[config.mk]
export PLATFORM = sky130hd
export DESIGN_NAME = usm_div_cell
export DESIGN_NICKNAME = d
export VERILOG_FILES = /design/src/rtl/usm_pkg.sv /design/src/rtl/usm_div_cell.sv
export SDC_FILE = /design/constraint.sdc
export NUM_CORES = 1
export LEC_CHECK = 0
export ABC_AREA = 1
export ABC_CLOCK_PERIOD_IN_PS = 1500
export CORE_AREA = 4 4 69 71
export CTS_CLUSTER_SIZE = 24
export DETAILED_ROUTE_END_ITERATION = 12
export DIE_AREA = 0 0 73 75
export DONT_BUFFER_PORTS = 1
export GPL_TIMING_DRIVEN = 0
export PLACE_DENSITY_LB_ADDON = 0.3
export SLEW_MARGIN = 20
export SYNTH_ARGS = -nofsm -noshare
export SYNTH_HDL_FRONTEND = slang
export SYNTH_SLANG_ARGS = --single-unit
[constraint.sdc]
create_clock -name clk -period 1.5 [get_ports clk]
set_input_delay 0.3 -clock clk [delete_from_list [all_inputs] [get_ports clk]]
set_output_delay 0.3 -clock clk [all_outputs]
set_load 0.1 [all_outputs]
[src/rtl/usm_pkg.sv]
// Shared constants, types and coefficients for the UV sphere mesh generator.
package usm_pkg;

	localparam int USM_MAX_SEGMENTS = 256;

	localparam int SEG_W = 9;
	localparam int IDX_W = 17;
	localparam int Q15_W = 16;

	// Fraction bits produced by the divider row: 2 quadrant bits plus a Q30 fraction
	localparam int DIV_STAGES = 32;
	localparam int QUO_W = DIV_STAGES + 1;
	localparam int SINE_LAT = 4;

	localparam logic [30:0] Q30_ONE = 31'd1073741824;
	localparam logic [30:0] POLY_A = 31'd1686629713;
	localparam logic [29:0] POLY_B = 30'd688904866;
	localparam logic [26:0] POLY_C = 27'd76016977;

	typedef enum logic {
		REG_SEGMENTS_X = 1'b0,
		REG_SEGMENTS_Y = 1'b1
	} reg_idx_t;

	typedef enum logic {
		OP_VERTEX = 1'b0,
		OP_STRIP  = 1'b1
	} op_t;

endpackage

[src/rtl/usm_div_cell.sv]
// One restoring-division cell: produces one quotient bit per stage.
module usm_div_cell import usm_pkg::*; (
	input  logic             clk,
	input  logic             en,
	input  logic [SEG_W-1:0] d_i,
	input  logic [SEG_W-1:0] r_i,
	input  logic [QUO_W-1:0] q_i,
	output logic [SEG_W-1:0] d_o,
	output logic [SEG_W-1:0] r_o,
	output logic [QUO_W-1:0] q_o
);

	logic [SEG_W:0] t;
	logic [SEG_W:0] diff;
	logic           ge;

	assign t    = {r_i, 1'b0};
	assign ge   = t >= {1'b0, d_i};
	assign diff = t - {1'b0, d_i};

	always_ff @(posedge clk) begin
		if (en) begin
			d_o <= d_i;
			r_o <= ge ? diff[SEG_W-1:0] : t[SEG_W-1:0];
			q_o <= {q_i[QUO_W-2:0], ge};
		end
	end

endmodule

==> flow_summary.json <==
{
  "min_period_ns": 1.551,
  "timing.fmax_mhz": 644.7,
  "critPathArrivalTime_ns": 1.25,
  "drcViolationCount": 0,
  "nets": 250,
  "share_of_cells_above_drive_strength_1_pct": 18.62,
  "netlist_instances": 180,
  "post_layout_nonfiller_instances": 240,
  "grt_antenna_before_repair": 0,
  "top_level_ports": 104,
  "cap_violations": 0,
  "number_of_synthesized_flops_with_an_enable_pin": 51,
  "whs_endpoint": "q_o[9]",
  "synthDominantAreaCellType": "edfxtp_1",
  "synth-main-ff-cell": "edfxtp_1",
  "yosys.cell_count.top_type": "edfxtp_1",
  "cts-root-to-sink-buffers": 2,
  "relSlewSlack_pct": 38.78,
  "leakagePower_uw": 0.001028,
  "failed_checks": "setup timing",
  "post_drt_wl_per_cell_um": 17.69,
  "setup.worst_path.class": "reg2out",
  "synthesis.area_per_instance_um2": 12.37,
  "min-delay-start": "q_i[8]",
  "cts_stage_hold_buffer_count": 0,
  "async_set_or_reset_flop_fraction_in_the_synthesized_netlist_pct": 0,
  "synth_fp_nets": 243,
  "fillerInstances": 311,
  "cts_root_buf": "clkbuf_8",
  "cts_buffers": 5,
  "viasPerCell": 5.392,
  "final_max_slew_viol_count": 0,
  "port-buffer-count": 0,
  "postRouteWirelength_um": 4245,
  "synth-seq-area-share_pct": 68.76,
  "vdd.ir_drop.worst_v": 0.0005514,
  "floorplan.core_area_um2": 4234,
  "worst_setup_path_startpoint": "q_o[5]",
  "die_w_um": 73,
  "post-cts-setup-buffers": 0,
  "cts_resized": 0,
  "power_density_nw_per_um2": 1601,
  "netlist.area_leader.share_pct": 68.76,
  "detailroute.via_count": 1294,
  "first_global_vias": 1294,
  "fp.dieArea_um2": 5475,
  "synth_area_leaders": "edfxtp_1, nand2_1, ha_1, inv_1, nand3_1",
  "dr.first_iter.drc_count": 55,
  "num_antenna_cells": 0,
  "growth_of_design_area_from_synthesis_to_finish_pct": 13.82,
  "detailedPlacementHpwl_um": 3404,
  "outcome": "finished, violations left",
  "placedCellCount": 232,
  "grt_remaining_overflow": 0,
  "holdCritPathClass": "in2reg",
  "dieHeight_um": 75,
  "fin_ws_ns": -0.05113,
  "fp-row-count": 24,
  "timing.hold.worst_path_depth": 0,
  "cts_num_sinks": 51,
  "place_area_um2": 2402,
  "synth_area_um2": 2227,
  "count_of_endpoints_failing_setup_in_the_final_report": 51,
  "initial_utilization_pct": 52.60,
  "timing.final.hold_violations": 0,
  "netlist_top_cells_count": "edfxtp_1, nand2_1, inv_1, nand3_1, ha_1",
  "fin_crit_sh_pct": 103.4,
  "rsz0062_at_grt": "yes",
  "routability_congestion_estimate_from_global_placement": 0.9180,
  "critical_path.max_fanout": 1,
  "detailedRoute.firstPassIterationCount": 4,
  "worstPathRequired_ns": 1.20,
  "setup.worst_path.start_class": "flip-flop",
  "postLayoutCellArea_um2": 2535,
  "grt_pass1_wl_um": 6423,
  "number_of_distinct_standard_cells_referenced_by_the_synthesized_netlist": 21,
  "grt.total_usage_pct": 15.72,
  "detail-route-antenna-nets": 0,
  "ys_ff_latch": 51,
  "endpoint_kind": "output pin",
  "grt_start_max_net_pins": 52,
  "clkSlewWorstSetupHoldPaths_ns": 0.08,
  "tightestPinTransition_ns": 0.9203,
  "clock_tree.htree_level_count": 2,
  "yosysWarningCount": 0,
  "cts_tree": "yes"
}
==> registers in the layout, summed over array words and instances (netlist names) <==
signal	count
r_o	9
d_o	9
q_o	33
==> placed cells by master (no fill, tap or decap), types with 2 or more instances in the layout <==
cell type	instances
nor2_1	4
inv_2	5
clkbuf_8	5
a21oi_1	5
edfxtp_1	51
ha_4	8
bufinv_16	2
nand2_1	49
xor2_1	2
nor2_4	2
inv_1	23
nand3_1	15
nand2_2	4
==> layout make-up <==
class	instances	area, um2	area share, %
Buffer	1	11.26	0.4442
Clock buffer	6	72.57	2.863
Clock inverter	2	60.06	2.369
Inverter	29	113.9	4.492
Multi-Input combinational cell	99	680.7	26.85
Sequential cell	51	1531	60.41
Tap cell	52	65.06	2.567
==> per-stage QoR <==
step	util (%)	total power [uW]	worst slack, ns	TNS [ns]	hold WS (ns)
CTS	59.87	4086	-0.06938	-2.450	0.09090
global route	59.87	4225	-0.09554	-3.871	0.07142
detailed placement	56.74	3040	-0.2017	-1.637	0.3989
global placement	56.74	3022	-0.1814	-1.443	0.3989
floorplan	-	2961	-0.02478	-0.1779	0.3989
finish	59.87	4060	-0.05113	-1.792	0.09994
==> per-layer routing <==
metal  wire length, um  global-route usage, %  part of all wire (%)  up-vias
li1                  -                      -                     -      611
met5                 0                      0                     0        -
met2              2172                  27.11                    51       71
met3               479                  6.809                    11        5
met1              1543                  17.11                    36      607
met4                49                  6.148                   1.2        0
==> worst max path at each step <==
| stage | endpoint | slack [ns] | depth (start not counted) |
|---|---|---|---|
| after CTS | q_o[16] | -0.07 | 0 |
| final | q_o[5] | -0.05 | 0 |
| after detailed placement | r_o[3] | -0.20 | 10 |
| after global placement | r_o[4] | -0.18 | 10 |
| after floorplan | r_o[1] | -0.02 | 10 |
| after global routing | q_o[16] | -0.1 | 0 |
==> where the power goes <==
| part | total (uW) | switching [uW] | leakage, uW | internal, uW |
|---|---|---|---|---|
| Clock | 1060 | 393 | 0.0000654 | 666 |
| Sequential | 2700 | 965 | 0.000499 | 1730 |
| Combinational | 305 | 175 | 0.000464 | 130 |
==> logic make-up (layout without fill, tap and decap cells) <==
| family | count (synthesis) | in the layout | share of synthesized area [%] |
|---|---|---|---|
| compound gates | 6 | 6 | 1.517 |
| buf+inv | 30 | 38 | 5.393 |
| xor+xnor | 3 | 3 | 1.180 |
| flops | 51 | 51 | 68.76 |
| simple gates | 80 | 80 | 17.19 |
| fa+ha+maj | 10 | 10 | 5.955 |
Power figures use the tool's default switching activity.
